$ cat config.mk
export PLATFORM = sky130hd
export DESIGN_NAME = cnps_fill
export DESIGN_NICKNAME = d
export VERILOG_FILES = /design/src/hdl/cnps_pkg.sv /design/src/hdl/cnps_fill.sv
export SDC_FILE = /design/constraint.sdc
export NUM_CORES = 2
export LEC_CHECK = 0
export BUFFER_PORTS_ARGS = -buffer_cell sky130_fd_sc_hd__buf_2
export CAP_MARGIN = 5
export CORE_MARGIN = 3
export CORE_UTILIZATION = 50
export CTS_BUF_LIST = sky130_fd_sc_hd__clkbuf_4
export CTS_CLUSTER_DIAMETER = 200
export DETAILED_ROUTE_END_ITERATION = 6
export PLACE_DENSITY = 0.66
export SYNTH_ARGS = -nofsm -noshare
export SYNTH_HDL_FRONTEND = slang
export SYNTH_SLANG_ARGS = --single-unit
$ cat constraint.sdc
create_clock -name clk -period 8.8 [get_ports clk]
set_input_delay 0.44 -clock clk [delete_from_list [all_inputs] [get_ports clk]]
set_output_delay 0.44 -clock clk [all_outputs]
set_load 0.01 [all_outputs]
$ cat src/hdl/cnps_pkg.sv
`timescale 1ns / 1ps
package cnps_pkg;

  localparam int PALETTE_ENTRIES_DEF = 1024;
  localparam int GRAIN_EDGE_DEF      = 128;
  localparam int DECAY_DEPTH         = 1024;
  localparam int DECAY_AW            = 10;
  localparam int IDX_MAX             = 1023;
  localparam int WEIGHT_Q16          = 36045;
  localparam int PAL_SPAN            = 5200;
  localparam int V_ONE               = 65536;
  localparam int DECAY_K_FINE        = 26;
  localparam int DECAY_K_COARSE      = 34;
  localparam logic [31:0] GRAIN_SEED = 32'h9E3779B9;
  localparam int GRAIN_BASE          = 150;
  localparam int GRAIN_MASK          = 105;
  localparam int QUEUE_DEPTH         = 4;

  // Per-step decay factors exp(-k/511) in Q0.30 for k = 26 and k = 34, taken
  // from the ten-term series with truncating divisions at every term.
  localparam logic [29:0] DECAY_B_FINE   = 30'd1020475763;
  localparam logic [29:0] DECAY_B_COARSE = 30'd1004624035;

  typedef enum logic [2:0] {
    CFG_TINT_RED     = 3'd0,
    CFG_TINT_GREEN   = 3'd1,
    CFG_TINT_BLUE    = 3'd2,
    CFG_COLOR_OFFSET = 3'd3,
    CFG_DIAG_SCALE   = 3'd4
  } cfg_reg_e;

  typedef enum logic {
    FS_FILL,
    FS_RUN
  } fill_state_t;

  // One word as it waits in the queue between the front and the back.
  typedef struct packed {
    logic               kind;
    logic               pal_we;
    logic [11:0]        x;
    logic [11:0]        y;
    logic signed [15:0] col_a;
    logic signed [15:0] col_b;
    logic signed [15:0] col_c;
    logic signed [15:0] col_d;
    logic signed [15:0] row_a;
    logic signed [15:0] row_b;
    logic signed [15:0] row_c;
    logic signed [15:0] row_d;
    logic [23:0]        pal_color;
  } item_t;

endpackage

$ cat src/hdl/cnps_fill.sv
`timescale 1ns / 1ps
module cnps_fill #(
  parameter int FILL_LEN = 16384,
  parameter int FAW      = $clog2(FILL_LEN)
) (
  input  logic           clk,
  input  logic           rst,
  output logic           done,
  output logic           wr_en,
  output logic [FAW-1:0] wr_addr,
  output logic [7:0]     grain_val,
  output logic [16:0]    fine_val,
  output logic [16:0]    coarse_val
);

  localparam logic [29:0] B_FINE   = cnps_pkg::DECAY_B_FINE;
  localparam logic [29:0] B_COARSE = cnps_pkg::DECAY_B_COARSE;
  localparam logic [60:0] HALF30   = 61'(1) << 29;

  cnps_pkg::fill_state_t state, state_next;
  logic [FAW-1:0] cnt;
  logic [31:0]    seed;
  logic [30:0]    pf;
  logic [30:0]    pc;
  logic [31:0]    t1, t2, seed_next;
  logic [60:0]    pf_prod, pc_prod;
  logic [30:0]    pf_next, pc_next;

  // Xorshift step with shifts 13, 17 and 5.
  always_comb begin
    t1        = seed ^ (seed << 13);
    t2        = t1 ^ (t1 >> 17);
    seed_next = t2 ^ (t2 << 5);
    grain_val = 8'(cnps_pkg::GRAIN_BASE) + (seed_next[16:9] & 8'(cnps_pkg::GRAIN_MASK));
    fine_val   = 17'((pf + 31'(1 << 13)) >> 14);
    coarse_val = 17'((pc + 31'(1 << 13)) >> 14);
    pf_prod = 61'(pf) * 61'(B_FINE) + HALF30;
    pc_prod = 61'(pc) * 61'(B_COARSE) + HALF30;
    pf_next = pf_prod[60:30];
    pc_next = pc_prod[60:30];
  end

  always_comb begin
    state_next = state;
    case (state)
      cnps_pkg::FS_FILL: begin
        if (cnt == FAW'(FILL_LEN - 1)) begin
          state_next = cnps_pkg::FS_RUN;
        end
      end
      cnps_pkg::FS_RUN: state_next = cnps_pkg::FS_RUN;
      default: state_next = cnps_pkg::FS_FILL;
    endcase
  end

  always_comb begin
    wr_en = 1'b0;
    done  = 1'b0;
    case (state)
      cnps_pkg::FS_FILL: wr_en = 1'b1;
      cnps_pkg::FS_RUN:  done  = 1'b1;
      default: begin
        wr_en = 1'b0;
        done  = 1'b0;
      end
    endcase
  end

  assign wr_addr = cnt;

  always_ff @(posedge clk) begin
    if (rst) begin
      state <= cnps_pkg::FS_FILL;
      cnt   <= '0;
      seed  <= cnps_pkg::GRAIN_SEED;
      pf    <= 31'(1) << 30;
      pc    <= 31'(1) << 30;
    end else begin
      state <= state_next;
      if (wr_en) begin
        cnt  <= cnt + FAW'(1);
        seed <= seed_next;
        pf   <= pf_next;
        pc   <= pc_next;
      end
    end
  end

endmodule

==> impl_metrics.py <==
metrics = {
    "run_status": {
        "outcome": "completed",
    },
    "cts": {
        "h-tree-depth": 3,
        "cts_buffers": 9,
        "clockRootBuffer": "clkbuf_4",
        "cts_tree": "done",
        "clk_pin_slew_ps": 230,
        "clock_path_buffers": 2,
        "ctsHoldBuffers": 0,
        "cts_sinks": 109,
        "post_cts_buffers": 0,
        "insertion_delay_ps": 620,
        "post_cts_resized": 0,
    },
    "drt": {
        "vias_per_cell": 5.269,
        "vias": 26399,
        "drt_iter0_markers": 1855,
        "dr.pass1.iters": 7,
        "wirelength_microns": 104600,
        "drc": 0,
        "wl_per_cell_microns": 20.88,
        "ant_nets": 0,
    },
    "critical_path": {
        "r2r_slack_ps": 770,
        "reg2reg_depth": 24,
        "crit_fanout": 12,
        "crit_path_frequent_cell": "fa_1",
        "cpLargestDelayFamily": "adder cells",
        "endpoint_kind": "flop",
        "cp.depth": 24,
        "critical_path_arrival_ps": 8490,
        "path_cells": "inv_1 > fa_1 > inv_1 > fa_1 > inv_1 > fa_1 > inv_1 > fa_1 > fa_1 > fa_1 > fa_1 > inv_1 > fa_1 > inv_1 > ha_1 > and3_1 > nand2_1 > nor4_1 > nand3_1 > nand2_1 > o221ai_1 > o31ai_1 > xnor2_1 > o21ai_0",
        "start_kind": "flop",
        "crit_required_ps": 9260,
        "critPathKind": "flop to flop",
        "worst-path-buf-inv": 6,
        "crit_path_max_incr_delay_ps": 820,
        "cp_slowest_cell": "dfxtp_1",
    },
    "sta": {
        "holdWs_ps": 490.2,
        "slew_headroom_pct": 19.10,
        "slew_violations": 0,
        "setup-tns-final_ps": 0,
        "rsz0062_at_grt": "false",
        "hold_violations": 0,
        "setup_viol": 0,
        "fmax_mhz": 124.6,
        "skew_ps": 41.74,
        "post-route-min-period_ps": 8028,
        "fin_crit_sh_pct": 91.23,
        "worstMarginPinSlew_ps": 1211,
    },
    "die": {
        "fp.dieH_microns": 282.8,
        "start_util_pct": 50.93,
        "core_area_sq_um": 75200,
        "die_area_sq_um": 79950,
        "dieWidth_microns": 282.8,
        "io_pins": 60,
        "std_cell_rows": 100,
    },
    "placed_design": {
        "gp_congestion": 0.9767,
        "io_buffers": 55,
        "dp_hpwl_microns": 92930,
    },
    "global_route": {
        "grt_first_pass_wirelength_microns": 163300,
        "grt_pass1_vias": 28074,
        "grt_max_degree": 91,
        "grt_overflow_total": 0,
        "antenna_found_initial": 3,
        "grt_usage_pct": 27.39,
    },
    "job": {
        "maxCapViolCount": 0,
    },
    "logic_synthesis": {
        "synth_edf_count": 0,
        "synth_top_cell_area_share_pct": 40.67,
        "synth.largest_area_cell": "fa_1",
        "async_reset_ff_share_pct": 0,
        "ys_seq_area_share_pct": 5.698,
        "synth_area_sq_um": 38300,
        "syn_avg_cell_area_sq_um": 9.792,
        "synthFlopType": "dfxtp_1",
        "ys_warn_count": 0,
        "ys_seq_elements": 109,
        "synth_area_leaders": "fa_1, ha_1, inv_1, dfxtp_1, xnor2_1",
        "synth_cells": 3911,
        "yosysUniqueCellTypes": 71,
    },
    "cells_and_area": {
        "finalNetCount": 5534,
        "final_cell_mix": "inv_1, fa_1, ha_1, a21oi_1, nand2_1",
        "layout_commonest_cell": "inv_1",
        "final_layout_size_suffix_gt1_share_pct": 4.162,
        "synthToLayoutAreaGrowth_pct": 5.045,
        "nFillCells": 6851,
    },
    "min_path": {
        "whs_path_depth": 2,
        "hold_class": "flop to flop",
    },
}
routing by layer:
metal  part of all wire (%)  wire length, microns  vias to the layer above  track usage (%)
li1                       -                     -                    12228                -
met1                     43                 44890                    13118            37.42
met2                     47                 48720                      865            44.56
met3                    6.5                  6849                      186            4.130
met4                    4.0                  4164                        2            9.810
met5                 0.0076                     8                        -                0
sequential cells by signal (all words and copies together), names as in the netlist:
name     flops
pf          31
state        1
wr_addr     14
seed        32
pc          31
cell families after synthesis:
| group | count (synthesis) | synth area share, % |
|---|---|---|
| other | 1 | 0.009792 |
| buffers and inverters | 1243 | 12.26 |
| DFF | 109 | 5.698 |
| and+or+nand+nor | 421 | 5.394 |
| AOI/OAI and AO/OA | 417 | 6.855 |
| xor gates and xnor gates | 168 | 3.842 |
| adders and majority gates | 1549 | 65.86 |
| muxes | 3 | 0.07842 |
worst reg2reg max path: cells and delay by family, from the launching register on:
kind | cells | cell delay, ps
simple gates | 5 | 1280
compound gates | 3 | 890
buf+inv | 6 | 430
xor+xnor | 1 | 170
fa+ha+maj | 9 | 4290
flops | 1 | 820
cell type report:
class	instances	area (sq um)	area share [%]
multi-input combinational	2562	31440	78.15
inverter	1188	4459	11.09
sequential	109	2186	5.434
tap	1020	1276	3.173
timing repair buffer	113	710.7	1.767
clock inverter	7	86.33	0.2146
clock buffer	9	67.56	0.1680
antenna	2	5.005	0.01244
per-stage QoR:
step	std cells	setup WS [ps]	instance area, sq um	util, %
3_3_place_gp	4992	1009	40070	53.28
6_report	5010	771.5	40230	53.50
5_1_grt	5010	453.7	40230	53.50
2_1_floorplan	3914	1794	38310	-
3_5_place_dp	4992	843.3	40070	53.28
4_1_cts	5008	815.5	40220	53.49
path summary, 6_finish.rpt:
path	from	end
max	pc[6]	pc[26]
max reg2reg	pc[6]	pc[26]
min	seed[22]	seed[22]
min reg2reg	seed[22]	seed[22]
synth_stat cells, types with 10 or more instances:
library cell     n
a21o_1          54
a21oi_1        140
a31oi_1         10
and3_1          25
clkbuf_1        42
dfxtp_1        109
fa_1           778
ha_1           771
inv_1         1188
nand2_1        136
nand3_1         40
nand4_1         29
nor2_1          88
nor2b_1         10
nor3_1          26
o21ai_0        101
o21bai_1        16
or3_1           15
or3b_2          15
xnor2_1        116
xor2_1          52
Power is not shown: default switching activity piles up to over one toggle a cycle in this logic, so the estimate is an artifact.
