$ cat src/hdl/cnps_pkg.sv
`timescale 1ns / 1ps
package cnps_pkg;

  localparam int PALETTE_ENTRIES_DEF = 1024;
  localparam int GRAIN_EDGE_DEF      = 128;
  localparam int DECAY_DEPTH         = 1024;
  localparam int DECAY_AW            = 10;
  localparam int IDX_MAX             = 1023;
  localparam int WEIGHT_Q16          = 36045;
  localparam int PAL_SPAN            = 5200;
  localparam int V_ONE               = 65536;
  localparam int DECAY_K_FINE        = 26;
  localparam int DECAY_K_COARSE      = 34;
  localparam logic [31:0] GRAIN_SEED = 32'h9E3779B9;
  localparam int GRAIN_BASE          = 150;
  localparam int GRAIN_MASK          = 105;
  localparam int QUEUE_DEPTH         = 4;

  // Per-step decay factors exp(-k/511) in Q0.30 for k = 26 and k = 34, taken
  // from the ten-term series with truncating divisions at every term.
  localparam logic [29:0] DECAY_B_FINE   = 30'd1020475763;
  localparam logic [29:0] DECAY_B_COARSE = 30'd1004624035;

  typedef enum logic [2:0] {
    CFG_TINT_RED     = 3'd0,
    CFG_TINT_GREEN   = 3'd1,
    CFG_TINT_BLUE    = 3'd2,
    CFG_COLOR_OFFSET = 3'd3,
    CFG_DIAG_SCALE   = 3'd4
  } cfg_reg_e;

  typedef enum logic {
    FS_FILL,
    FS_RUN
  } fill_state_t;

  // One word as it waits in the queue between the front and the back.
  typedef struct packed {
    logic               kind;
    logic               pal_we;
    logic [11:0]        x;
    logic [11:0]        y;
    logic signed [15:0] col_a;
    logic signed [15:0] col_b;
    logic signed [15:0] col_c;
    logic signed [15:0] col_d;
    logic signed [15:0] row_a;
    logic signed [15:0] row_b;
    logic signed [15:0] row_c;
    logic signed [15:0] row_d;
    logic [23:0]        pal_color;
  } item_t;

endpackage

$ cat src/hdl/cnps_front.sv
`timescale 1ns / 1ps
module cnps_front #(
  parameter int PALETTE_ENTRIES = cnps_pkg::PALETTE_ENTRIES_DEF
) (
  input  logic               clk,
  input  logic               rst,
  input  logic               enable,
  input  logic               in_valid,
  output logic               in_ready,
  input  logic               kind,
  input  logic [11:0]        x,
  input  logic [11:0]        y,
  input  logic signed [15:0] col_a,
  input  logic signed [15:0] col_b,
  input  logic signed [15:0] col_c,
  input  logic signed [15:0] col_d,
  input  logic signed [15:0] row_a,
  input  logic signed [15:0] row_b,
  input  logic signed [15:0] row_c,
  input  logic signed [15:0] row_d,
  input  logic [23:0]        palette_color,
  output logic               head_valid,
  output cnps_pkg::item_t    head,
  input  logic               pop_req
);

  localparam int QD  = cnps_pkg::QUEUE_DEPTH;
  localparam int QAW = $clog2(QD);
  localparam int QCW = $clog2(QD + 1);

  cnps_pkg::item_t q_mem [QD];
  logic [QAW-1:0]  wptr, rptr;
  logic [QCW-1:0]  count;
  logic            push, pop;
  cnps_pkg::item_t in_item;

  // Palette writes beyond the table are marked here so the back drops them.
  always_comb begin
    in_item.kind      = kind;
    in_item.pal_we    = kind && (32'(x) < PALETTE_ENTRIES);
    in_item.x         = x;
    in_item.y         = y;
    in_item.col_a     = col_a;
    in_item.col_b     = col_b;
    in_item.col_c     = col_c;
    in_item.col_d     = col_d;
    in_item.row_a     = row_a;
    in_item.row_b     = row_b;
    in_item.row_c     = row_c;
    in_item.row_d     = row_d;
    in_item.pal_color = palette_color;
  end

  assign in_ready   = enable && (count != QCW'(QD));
  assign push       = in_valid && in_ready;
  assign head_valid = (count != '0);
  assign pop        = pop_req && head_valid;
  assign head       = q_mem[rptr];

  always_ff @(posedge clk) begin
    if (push) begin
      q_mem[wptr] <= in_item;
    end
  end

  always_ff @(posedge clk) begin
    if (rst) begin
      wptr  <= '0;
      rptr  <= '0;
      count <= '0;
    end else begin
      if (push) begin
        wptr <= wptr + QAW'(1);
      end
      if (pop) begin
        rptr <= rptr + QAW'(1);
      end
      if (push && !pop) begin
        count <= count + QCW'(1);
      end else if (pop && !push) begin
        count <= count - QCW'(1);
      end
    end
  end

endmodule

$ cat config.mk
export PLATFORM = sky130hd
export DESIGN_NAME = cnps_front
export DESIGN_NICKNAME = d
export VERILOG_FILES = /design/src/hdl/cnps_pkg.sv /design/src/hdl/cnps_front.sv
export SDC_FILE = /design/constraint.sdc
export NUM_CORES = 1
export LEC_CHECK = 0
export ABC_AREA = 1
export ABC_CLOCK_PERIOD_IN_PS = 13100
export BUFFER_PORTS_ARGS = -buffer_cell sky130_fd_sc_hd__buf_2
export CORE_MARGIN = 10
export CORE_UTILIZATION = 45
export DETAILED_ROUTE_END_ITERATION = 10
export PLACE_DENSITY_LB_ADDON = 0.12
export SYNTH_ARGS = -nofsm -noshare
export SYNTH_HDL_FRONTEND = slang
export SYNTH_SLANG_ARGS = --single-unit
$ cat constraint.sdc
create_clock -name clk -period 13.1 [get_ports clk]
set_input_delay 1.31 -clock clk [delete_from_list [all_inputs] [get_ports clk]]
set_output_delay 1.31 -clock clk [all_outputs]
set_load 0.05 [all_outputs]
==> results of run 1 <==
worst reg2reg max path: stages, from the launching register on:
cell	delay, ns
dfxtp_1	0.39
nor2_1	0.09
nand2_1	0.10
nand3_1	0.39
nor2_4	0.80
buf_4	0.83
buf_4	0.87
placed cells by master (no fill, tap or decap), drive strengths merged:
cell,synthesis,final
clkbuf,54,90
buf,63,382
dfxtp,9,9
nor2,367,367
nand4,2,2
inv,18,21
diode,0,16
a21oi,4,4
fa,1,1
ha,5,5
o21ai,358,358
clkinv,1,41
clkinvlp,0,3
nand3,4,4
bufinv,0,6
nand2,16,16
nor3b,1,1
o22ai,178,178
a21boi,1,1
edfxtp,712,712
layout make-up:
cell class | instances | area share (%)
antenna | 16 | 0.127
clock buffer | 90 | 6.39
clock inverter | 52 | 1.31
inverter | 19 | 0.273
multi-input combinational | 937 | 14.3
sequential | 721 | 68.3
tap | 773 | 3.06
timing repair buffer | 382 | 6.26
state kept, by name (all words and copies together) (netlist names), named ones only:
name	cells
rptr	2
q_mem	712
wptr	2
count	3
power groups by stage:
stage               logic (mW)  clock network [mW]  registers, mW
floorplan                 1.57                   0           2.77
global placement          2.13                   0           2.75
detailed placement        2.14                   0           2.75
CTS                       2.15                2.13           2.70
global route              2.25                2.22           2.71
finish                    2.11                2.08           2.70
layer usage:
metal | vias to the layer above | track usage (%) | share of wire [%]
met4 | 16 | 5.87 | 2.4
met5 | - | 0 | 0.13
li1 | 7518 | - | -
met1 | 7902 | 22.8 | 41
met2 | 422 | 30.1 | 50
met3 | 112 | 4.45 | 5.9
cells by family (layout without fill, tap and decap cells):
kind of cell | after synthesis | in the layout | synth area share, %
AOI/OAI and AO/OA | 541 | 541 | 11.0
adders and majority gates | 6 | 6 | 0.310
buffers and inverters | 136 | 543 | 2.31
DFF | 721 | 721 | 80.8
other | 0 | 16 | 0
and+or+nand+nor | 390 | 390 | 5.54
final timing paths:
kind	startpoint	slack, ns	endpoint
max reg2reg	count[0]$_SDFFE_PP0P_	9.15	q_mem[0][81]$_DFFE_PP_
min	rptr[0]$_SDFFE_PP0P_	0.50	rptr[0]$_SDFFE_PP0P_
max	flip-flop	7.41	head[104]
min reg2reg	rptr[0]$_SDFFE_PP0P_	0.50	rptr[0]$_SDFFE_PP0P_
per-stage QoR:
step / worst slack, ns / hold slack, ns
after floorplan: 3.47 / 0.459
after global placement: 8.06 / 0.488
after detailed placement: 7.97 / 0.487
after CTS: 7.30 / 0.498
after global routing: 7.05 / 0.518
final: 7.41 / 0.495
==> out/qor_table.md, run 1 <==
| Parameter | Value | Unit |
|:---|:---|:---|
| Synth Register Bits | 721 | - |
| Category of cells accounting for the largest share of critical-path delay | buffers and inverters | - |
| Starting DRC count in detailed routing | 1169 | - |
| Crit end category | output port | - |
| Cell Count, Final, Fillers Out | 2990 | - |
| Most frequent cells after synthesis | edfxtp_1 (712), nor2_1 (367), o21ai_0 (193) | - |
| Top-count cell post-synth | edfxtp_1 | - |
| Die Footprint | 69400 | um^2 |
| Startpoint types | flip-flop | - |
| Setup repair after global routing missed its margin | no | - |
| Hold WC Path Type | reg2reg | - |
| Post-detailed-routing wire length | 65400 | um |
| Num CTS Buffers | 76 | - |
| Int Power | 4.30 | mW |
| Outcome | finished, final reports clean | - |
| Routed length per placed instance | 21.9 | um |
| Post-synth EDFFs | 712 | - |
| Die Span Y | 263 | um |
| Finished Core Util | 53.7 | % |
| Total setup buffers inserted after CTS | 0 | - |
| Number of antenna violations at the first check in global routing | 20 | - |
| Maximum clock frequency | 176 | MHz |
| I/O pin total | 362 | - |
| Skew final | 0.0178 | ns |
| Gate power share | 30.6 | % |
| Horizontal extent of the die | 263 | um |
| Syn_nets | 1982 | - |
| Synthesis-to-finish area growth | 18.5 | % |
| Clock root buffer | clkbuf_16 | - |
| Post-route minimum period | 5.69 | ns |
| Average via count per standard cell | 5.34 | - |
| Tot Pwr | 6.89 | mW |
| Synthesized cell area | 26700 | um^2 |
| Clock transition time at the flip-flop clock pins of the worst setup and hold paths | 0.06 | ns |
| Sw frac | 37.6 | % |
| Max_slew headroom | 16.0 | % |
| Static Leakage | 10.9 | nW |
| Vias in the first global route | 15600 | - |
| Number of search-and-repair iterations in the first detailed-routing pass | 7 | - |
| Library cell occupying the most area in the post-synthesis netlist | edfxtp_1 | - |
| Worst path required time | 11.79 | ns |
| Hold violation count in the final report | 0 | - |
| Top post-synthesis cells by area | edfxtp_1 (80%), nor2_1 (5.2%), o22ai_1 (4.2%) | - |
| Slew at the pin closest to its max-slew limit | 1.26 | ns |
| Total routing resource utilization after global routing | 18.1 | % |
| Sum of overflow across all layers after global routing | 0 | - |
| Number of warnings issued by yosys | 0 | - |
| Final antenna-violating net count | 0 | - |
| Routability cong. | 0.738 | - |
| Number of distinct library cell variants in the gate-level netlist after synthesis | 21 | - |
| Critical path data arrival time | 4.38 | ns |
| Avg Cell Area, Syn | 14.9 | um^2 |
| # setup viols final | 0 | - |
| Top cell type's share of synthesized area | 80.2 | % |
| Total number of cells along the worst setup path | 6 | - |
| Post-route DRC violation count | 0 | - |
| Share of the yosys chip area belonging to registers | 80.8 | % |
| Crit path max fanout | 184 | - |
| Reg2reg path depth | 6 | - |
| Cell area after placement | 29100 | um^2 |
| Number of pins with negative max-slew slack in the final report | 0 | - |
| Buffer depth of the longest clock path | 3 | - |
| Post-synth ARST share | 0 | % |
| CP bufs+invs | 4 | - |
| Std-Cell Core Area | 58800 | um^2 |
| Dpl hpwl | 37700 | um |
| Number of vias in the routed layout | 16000 | - |
| Crit path top cell by count | buf_4 | - |
| Hold buffer count at cts | 0 | - |
| Largest net degree at the start of global routing | 185 | - |
| Largest vdd supply drop | 155 | uV |
| Net switching power | 2.59 | mW |
| Final net count | 2325 | - |
| Clock tree from TritonCTS | yes | - |
| Worst skew pair latency | 0.60 | ns |
| Clock network fraction of total power | 30.2 | % |
| Deepest level of the CTS H-tree | 3 | - |
| CP max stage cell | buf_4 | - |
| Number of input and output port buffers inserted | 361 | - |
| Initial Util | 45.4 | % |
| Count of clock tree sinks | 721 | - |
| Instance count of the mapped netlist | 1794 | - |
| Top FF cell, synth | edfxtp_1 | - |
| First-pass GRT wire length | 97400 | um |
| # Max-Cap Violations | 0 | - |
| Number of gates given a new drive strength after cts | 0 | - |
| Power density over the cells | 218 | nW/um^2 |
| Setup TNS | 0 | ns |
| Number of inserted filler cells in the final layout | 4917 | - |
| Worst Setup Path Type | reg2out | - |
| Combined area of the multi-input logic cells | 4520 | um^2 |
| Hold path cells | 2 | - |
| FF+latch area | 21600 | um^2 |
| Delay of the slowest cell on the worst path | 0.89 | ns |
| Total instance count after detailed placement | 2832 | - |
| Area of all placed cells without fillers | 31600 | um^2 |
| Site Rows | 89 | - |
| Share of the cycle needed by the critical path after routing | 43.4 | % |
| Sequential cell fraction of total power | 39.2 | % |
| Cells along the critical path | inv_8 > buf_4 > buf_4 > o21ai_1 > o22ai_1 > buf_2 | - |
| Fraction of final layout cells sized beyond drive strength 1 | 22.4 | % |
Note: power is estimated with default switching activity, not from simulation.
==> run 2: changes to the inputs <==
--- a/config.mk
+++ b/config.mk
@@ -5,8 +5,8 @@
 export SDC_FILE = /design/constraint.sdc
 export NUM_CORES = 1
 export LEC_CHECK = 0
-export ABC_AREA = 1
-export ABC_CLOCK_PERIOD_IN_PS = 13100
+export ABC_AREA = 0
+export ABC_CLOCK_PERIOD_IN_PS = 5400
 export BUFFER_PORTS_ARGS = -buffer_cell sky130_fd_sc_hd__buf_2
 export CORE_MARGIN = 10
 export CORE_UTILIZATION = 45
==> constraint.sdc (replaced) <==
create_clock -name clk -period 5.4 [get_ports clk]
set_input_delay 0.54 -clock clk [delete_from_list [all_inputs] [get_ports clk]]
set_output_delay 0.54 -clock clk [all_outputs]
set_load 0.05 [all_outputs]
==> run 2 against run 1 <==
Clock power up 130%. Sequential share of layout area up 0.81 points. Final area down 1.2%. Total power up 130%. Synthesized cell count down 45%. Cell count down 25%. Global-route usage down 1.5 points. Largest cell class unchanged. Clock skew down 0.0061 ns. Highest routed layer unchanged. Combinational power up 120%. Critical path depth down 3.
==> out/qor_table.md, run 2 <==
| Parameter | Value | Unit | Change |
|:---|:---|:---|:---|
| Outcome | finished, final reports clean | - |  |
| Number of search-and-repair iterations in the first detailed-routing pass | 6 | - | -1 |
| I/O pin total | 362 | - | unchanged |
| Number of flip-flops in the largest register | 712 | - | unchanged |
| Clock transition time at the flip-flop clock pins of the worst setup and hold paths | 0.06 | ns | about the same |
| Number of pins with negative max-slew slack in the final report | 0 | - | unchanged |
| Number of warnings issued by yosys | 0 | - | unchanged |
| Number of vias in the routed layout | 11700 | - | -27% |
| # Max-Cap Violations | 0 | - | unchanged |
| Vias in the first global route | 12500 | - | -20% |
| Site Rows | 88 | - | -1.1% |
| Power density over the cells | 515 | nW/um^2 | +140% |
| Starting DRC count in detailed routing | 901 | - | -23% |
| Horizontal extent of the die | 261 | um | -0.91% |
| Top-count cell post-synth | edfxtp_1 | - |  |
| Total instance count after detailed placement | 2085 | - | -26% |
| Buffer depth of the longest clock path | 3 | - | unchanged |
| Critical path data arrival time | 2.90 | ns | -1.48 ns |
| Average via count per standard cell | 5.23 | - | -2.1% |
| Library cell occupying the most area in the post-synthesis netlist | edfxtp_1 | - |  |
| Syn_nets | 1168 | - | -41% |
| Area of all placed cells without fillers | 31200 | um^2 | -1.2% |
| Initial Util | 45.4 | % | +0.050 points |
| Hold buffer count at cts | 0 | - | unchanged |
| Dpl hpwl | 35700 | um | -5.3% |
| Largest Register | q_mem | - |  |
| Number of input and output port buffers inserted | 361 | - | unchanged |
| Setup repair after global routing missed its margin | no | - |  |
| Final net count | 1585 | - | -32% |
| Die Footprint | 68200 | um^2 | -1.8% |
| Num CTS Buffers | 75 | - | -1.3% |
| Largest registers ranked by flip-flop count | q_mem (712), count (3) | - |  |
| Largest vdd supply drop | 292 | uV | +89% |
| Cell area after placement | 28900 | um^2 | -0.70% |
| Sw frac | 33.9 | % | -3.7 points |
| Post-detailed-routing wire length | 56700 | um | -13% |
| Total setup buffers inserted after CTS | 0 | - | unchanged |
| Routed length per placed instance | 25.4 | um | +16% |
| Final antenna-violating net count | 0 | - | unchanged |
| Skew final | 0.0117 | ns | -0.00605 ns |
| Sum of overflow across all layers after global routing | 0 | - | unchanged |
| Post-Route Hold Slack | 0.155 | ns | -0.340 ns |
| Startpoint types | flip-flop | - |  |
| Max_slew headroom | 33.2 | % | +17 points |
| Gate power share | 29.3 | % | -1.3 points |
| Int Power | 10.6 | mW | +150% |
| Routability cong. | 0.715 | - | -3.1% |
| Synthesis-to-finish area growth | 19.4 | % |  |
| Most used cells in the layout excluding fill and tap cells | edfxtp_1 (712), buf_2 (361), mux4_2 (178) | - |  |
| Total routing resource utilization after global routing | 16.5 | % | -1.5 points |
| Setup TNS | 0 | ns | unchanged |
| Deepest level of the CTS H-tree | 3 | - | unchanged |
| Cell Count, Final, Fillers Out | 2230 | - | -25% |
| First-pass GRT wire length | 83500 | um | -14% |
| Most frequent cells after synthesis | edfxtp_1 (712), mux4_2 (178), buf_2 (19) | - |  |
| Post-route worst setup slack | 1.96 | ns | -5.45 ns |
| Number of antenna violations at the first check in global routing | 18 | - | -10% |
| Number of inserted filler cells in the final layout | 4412 | - | -10% |
| Die Span Y | 261 | um | -0.91% |
| Worst skew pair latency | 0.60 | ns | about the same |
| Clock tree from TritonCTS | yes | - |  |
| Hold violation count in the final report | 0 | - | unchanged |
| Worst Setup Path Type | reg2out | - |  |
| Tot Pwr | 16.1 | mW | +130% |
| Synth Register Bits | 721 | - | unchanged |
| Clock root buffer | clkbuf_16 | - |  |
| Share of the cycle needed by the critical path after routing | 63.7 | % |  |
| Share of the yosys chip area belonging to registers | 82.4 | % | +1.6 points |
| Count of clock tree sinks | 721 | - | unchanged |
| Worst path required time | 4.86 | ns | -6.93 ns |
| Instance count of the mapped netlist | 980 | - | -45% |
| Top FF cell, synth | edfxtp_1 | - |  |
| Avg Cell Area, Syn | 26.7 | um^2 | +79% |
| Net switching power | 5.46 | mW | +110% |
| Sequential cell fraction of total power | 41.1 | % | +1.9 points |
| # setup viols final | 0 | - | unchanged |
| Hold WC Path Type | in2reg | - |  |
| Largest net degree at the start of global routing | 77 | - | -58% |
| Clock network fraction of total power | 29.7 | % | -0.5 points |
| Top cell type's share of synthesized area | 81.8 | % | +1.6 points |
| Number of distinct library cell variants in the gate-level netlist after synthesis | 23 | - | +9.5% |
| Post-synth ARST share | 0 | % | unchanged |
| Post-route DRC violation count | 0 | - | unchanged |
| Top post-synthesis cells by area | edfxtp_1 (82%), mux4_2 (15%), dfxtp_1 (0.69%) | - |  |
| Post-synth EDFFs | 712 | - | unchanged |
| Post-route minimum period | 3.44 | ns |  |
| Post-Place Setup Slack | 2.26 | ns | -5.71 ns |
| Fraction of final layout cells sized beyond drive strength 1 | 46.1 | % | +24 points |
| Maximum clock frequency | 291 | MHz |  |
| Finished Core Util | 54.2 | % | +0.49 points |
| Crit end category | output port | - |  |
| Slew at the pin closest to its max-slew limit | 1.00 | ns | -0.259 ns |
| Std-Cell Core Area | 57600 | um^2 | -2.1% |
| Static Leakage | 10.3 | nW | -5.4% |
| Minimum setup slack among reg-to-reg paths | 2.44 | ns | -6.71 ns |
| Number of gates given a new drive strength after cts | 0 | - | unchanged |
| Crit path max fanout | 35 | - | -81% |
| Synthesized cell area | 26200 | um^2 | -2.0% |
| Most common library cell in the layout ignoring fill and taps | edfxtp_1 | - |  |
run 2: cell types whose count changed in the layout (fill, tap and decap cells not counted), moves of 10 or more:
| cell | before | now |
|---|---|---|
| clkinv_1 | 28 | 17 |
| o21ai_1 | 165 | 0 |
| nand2_1 | 16 | 1 |
| inv_1 | 17 | 3 |
| mux4_2 | 0 | 178 |
| nor2_1 | 363 | 8 |
| o21ai_0 | 193 | 1 |
| o22ai_1 | 178 | 0 |
| buf_4 | 20 | 10 |
run 2: path summary, 6_finish.rpt:
check,startpoint,end,cells past startpoint
max,flip-flop,head[58],3
min,col_b[5],q_mem[0][125]$_DFFE_PP_,1
max reg2reg,count[0]$_SDFFE_PP0P_,q_mem[2][112]$_DFFE_PP_,4
min reg2reg,wptr[1]$_SDFFE_PP0P_,wptr[1]$_SDFFE_PP0P_,2
run 2: per-layer routing:
metal | track usage (%) | vias up | wire [um]
li1 | - | 5105 | -
met1 | 21.6 | 6126 | 23000
met2 | 25.9 | 325 | 27700
met3 | 6.25 | 83 | 5020
met4 | 4.37 | 24 | 862
met5 | 0 | - | 163
run 2: kinds of logic after synthesis:
family	Yosys count	share of synthesized area, %
DFF	721	82.4
muxes	181	15.4
buffers and inverters	44	1.15
and+or+nand+nor	18	0.349
AOI/OAI and AO/OA	6	0.148
adders and majority gates	6	0.316
xor gates and xnor gates	4	0.134
run 2: cell type report:
cell class,instances,area (um^2),area share (%)
Sequential cell,721,21600,69.1
Multi-Input combinational cell,215,4300,13.8
Timing Repair Buffer,381,2080,6.67
Clock buffer,92,1970,6.32
Tap cell,765,957,3.07
Clock inverter,45,314,1.01
Antenna cell,8,20.0,0.0641
Inverter,3,11.3,0.0361
run 2: worst max-delay path, stage by stage, from the launching register on:
cell and delay, ns:
dfxtp_4 0.85, buf_4 0.57, mux4_2 0.59, buf_2 0.23
run 2: power by group through the flow:
stage / combinational (mW) / clock [mW] / sequential (mW)
3_5_place_dp: 4.82 / 0 / 6.74
5_1_grt: 4.96 / 5.15 / 6.64
2_1_floorplan: 3.80 / 0 / 6.61
4_1_cts: 4.83 / 4.92 / 6.62
6_report: 4.71 / 4.77 / 6.61
3_3_place_gp: 4.81 / 0 / 6.73
==> run 3: changes to the inputs <==
--- a/config.mk
+++ b/config.mk
@@ -6,7 +6,7 @@
 export NUM_CORES = 1
 export LEC_CHECK = 0
 export ABC_AREA = 0
-export ABC_CLOCK_PERIOD_IN_PS = 5400
+export ABC_CLOCK_PERIOD_IN_PS = 2870
 export BUFFER_PORTS_ARGS = -buffer_cell sky130_fd_sc_hd__buf_2
 export CORE_MARGIN = 10
 export CORE_UTILIZATION = 45
==> constraint.sdc (replaced) <==
create_clock -name clk -period 2.87 [get_ports clk]
set_input_delay 0.287 -clock clk [delete_from_list [all_inputs] [get_ports clk]]
set_output_delay 0.287 -clock clk [all_outputs]
set_load 0.05 [all_outputs]
==> run 3 against run 2 <==
First-iteration DRC count shrank 18%. Setup slack lost 1.7 ns. Routed wire length fell by 2.2%. Combinational power is 95% higher. Global-route usage decreased by 0.28 points. Clock skew rose by 0.0086 ns. Sequential share of layout area is 4.3 points lower.
==> out/qor_table.md, run 3 (synthesis results as in run 2) <==
| Parameter | Value | Unit | Change |
|:---|:---|:---|:---|
| Number of input and output port buffers inserted | 361 | - | unchanged |
| Die Span Y | 261 | um | unchanged |
| Std-Cell Core Area | 57600 | um^2 | unchanged |
| Starting DRC count in detailed routing | 741 | - | -18% |
| Final net count | 1771 | - | +12% |
| Maximum clock frequency | 379 | MHz |  |
| Outcome | finished, final reports clean | - |  |
| Number of search-and-repair iterations in the first detailed-routing pass | 4 | - | -2 |
| Clock root buffer | clkbuf_16 | - |  |
| Synthesis-to-finish area growth | 27.3 | % |  |
| Post-Place Setup Slack | 0.700 | ns | -1.56 ns |
| Average via count per standard cell | 5.10 | - | -2.5% |
| Buffer depth of the longest clock path | 3 | - | unchanged |
| Largest net degree at the start of global routing | 69 | - | -10% |
| Sum of overflow across all layers after global routing | 0 | - | unchanged |
| Total routing resource utilization after global routing | 16.3 | % | -0.28 points |
| Dpl hpwl | 33100 | um | -7.4% |
| Hold WC Path Type | in2reg | - |  |
| Count of clock tree sinks | 721 | - | unchanged |
| Worst skew pair latency | 0.60 | ns | about the same |
| Number of antenna violations at the first check in global routing | 6 | - | -12 |
| Largest Register | q_mem | - |  |
| Cell area after placement | 29100 | um^2 | +0.47% |
| Number of flip-flops in the largest register | 712 | - | unchanged |
| Skew final | 0.0204 | ns | +0.00864 ns |
| # Max-Cap Violations | 0 | - | unchanged |
| Post-route worst setup slack | 0.232 | ns | -1.73 ns |
| FF+latch area | 21600 | um^2 | unchanged |
| Most used cells in the layout excluding fill and tap cells | edfxtp_1 (712), buf_2 (361), mux4_2 (178), dlygate4sd3_1 (178), clkbuf_16 (78) | - |  |
| Static Leakage | 11.2 | nW | +8.4% |
| Horizontal extent of the die | 261 | um | unchanged |
| First-pass GRT wire length | 84000 | um | +0.57% |
| Critical path data arrival time | 2.35 | ns | -0.55 ns |
| Max_slew headroom | 67.9 | % | +35 points |
| Vias in the first global route | 13400 | - | +7.7% |
| Clock transition time at the flip-flop clock pins of the worst setup and hold paths | 0.06 | ns | about the same |
| CP max stage cell | mux4_2 | - |  |
| Slew at the pin closest to its max-slew limit | 0.475 | ns | -0.527 ns |
| Final antenna-violating net count | 0 | - | unchanged |
| Post-Route Hold Slack | 0.106 | ns | -0.0494 ns |
| Routed length per placed instance | 23.0 | um | -9.4% |
| Cells along the critical path | buf_12 > mux4_2 > buf_2 | - |  |
| Largest vdd supply drop | 641 | uV | +120% |
| Site Rows | 88 | - | unchanged |
| Num CTS Buffers | 75 | - | unchanged |
| Die Footprint | 68200 | um^2 | unchanged |
| # setup viols final | 0 | - | unchanged |
| Routability cong. | 0.705 | - | -1.3% |
| Worst path required time | 2.58 | ns | -2.28 ns |
| Most common library cell in the layout ignoring fill and taps | edfxtp_1 | - |  |
| Crit end category | output port | - |  |
| Number of gates given a new drive strength after cts | 0 | - | unchanged |
| Delay of the slowest cell on the worst path | 0.59 | ns | -0.26 ns |
| Largest registers ranked by flip-flop count | q_mem (712), count (3) | - |  |
| Worst Setup Path Type | reg2out | - |  |
| Crit path max fanout | 47 | - | +34% |
| Clock tree from TritonCTS | yes | - |  |
| Post-route minimum period | 2.64 | ns |  |
| Post-route DRC violation count | 0 | - | unchanged |
| Number of vias in the routed layout | 12300 | - | +5.3% |
| Post-detailed-routing wire length | 55400 | um | -2.2% |
| Number of pins with negative max-slew slack in the final report | 0 | - | unchanged |
| Number of inserted filler cells in the final layout | 4242 | - | -3.9% |
| Combined area of the multi-input logic cells | 4300 | um^2 | unchanged |
| Total setup buffers inserted after CTS | 0 | - | unchanged |
| Hold violation count in the final report | 0 | - | unchanged |
| Initial Util | 45.4 | % | unchanged |
| Area of all placed cells without fillers | 33300 | um^2 | +6.6% |
| Power density over the cells | 932 | nW/um^2 | +81% |
| I/O pin total | 362 | - | unchanged |
| Hold buffer count at cts | 178 | - | +178 |
| Fraction of final layout cells sized beyond drive strength 1 | 41.0 | % | -5.0 points |
| Startpoint types | flip-flop | - |  |
| Deepest level of the CTS H-tree | 3 | - | unchanged |
| Setup repair after global routing missed its margin | no | - |  |
| Tot Pwr | 31.0 | mW | +93% |
| Share of the cycle needed by the critical path after routing | 91.9 | % |  |
==> run 3: cell count changes in the layout (fill, tap and decap cells not counted), moves of 4 or more <==
cell / before / now
dlygate4sd3_1: 0 / 178
diode_2: 8 / 1
bufinv_16: 3 / 8
buf_12: 10 / 16
clkinv_2: 17 / 8
clkbuf_1: 15 / 20
inv_6: 5 / 1
==> run 3: final cells by class <==
| class | count | area share, % |
|---|---|---|
| antenna | 1 | 0.00752 |
| clock buffer | 98 | 6.09 |
| tap | 765 | 2.88 |
| sequential | 721 | 64.8 |
| multi-input combinational | 215 | 12.9 |
| inverter | 3 | 0.0338 |
| clock inverter | 38 | 1.25 |
| timing repair buffer | 567 | 12.0 |
==> run 3: power breakdown <==
part           internal [mW]  total, mW  switching, mW
logic                   2.94       9.19           6.25
registers               12.1       12.3          0.182
clock network           5.71       9.55           3.84
==> run 3: metrics by stage <==
step                      utilization [%]  TNS [ns]  std cells
final                                57.8         0       2408
after detailed placement             50.4         0       2093
after global placement               50.4         0       2093
after CTS                            57.8         0       2407
after global routing                 57.8         0       2408
after floorplan                         -   -493.75        980
==> run 3: path summary, 6_finish.rpt <==
kind / cells past startpoint / endpoint / slack [ns] / from
min: 4 / flip-flop / 0.11 / pop_req
max reg2reg: 9 / count[2]$_SDFFE_PP0P_ / 0.69 / count[0]$_SDFFE_PP0P_
max: 3 / head[104] / 0.23 / flip-flop
min reg2reg: 2 / wptr[1]$_SDFFE_PP0P_ / 0.51 / wptr[1]$_SDFFE_PP0P_
==> run 3: per-layer routing <==
| metal | GRT usage [%] | part of all wire [%] | up-vias |
|---|---|---|---|
| met2 | 26.0 | 49 | 365 |
| li1 | - | - | 5464 |
| met3 | 4.70 | 7.3 | 78 |
| met4 | 4.86 | 1.8 | 10 |
| met1 | 21.5 | 42 | 6367 |
| met5 | 0 | 0.13 | - |
==> run 3: worst max-delay path, delay by kind of cell, from the launching register on <==
| kind | cells | cell delay [ns] |
|---|---|---|
| buffers and inverters | 2 | 0.60 |
| multiplexers | 1 | 0.59 |
| flip-flops | 1 | 0.50 |
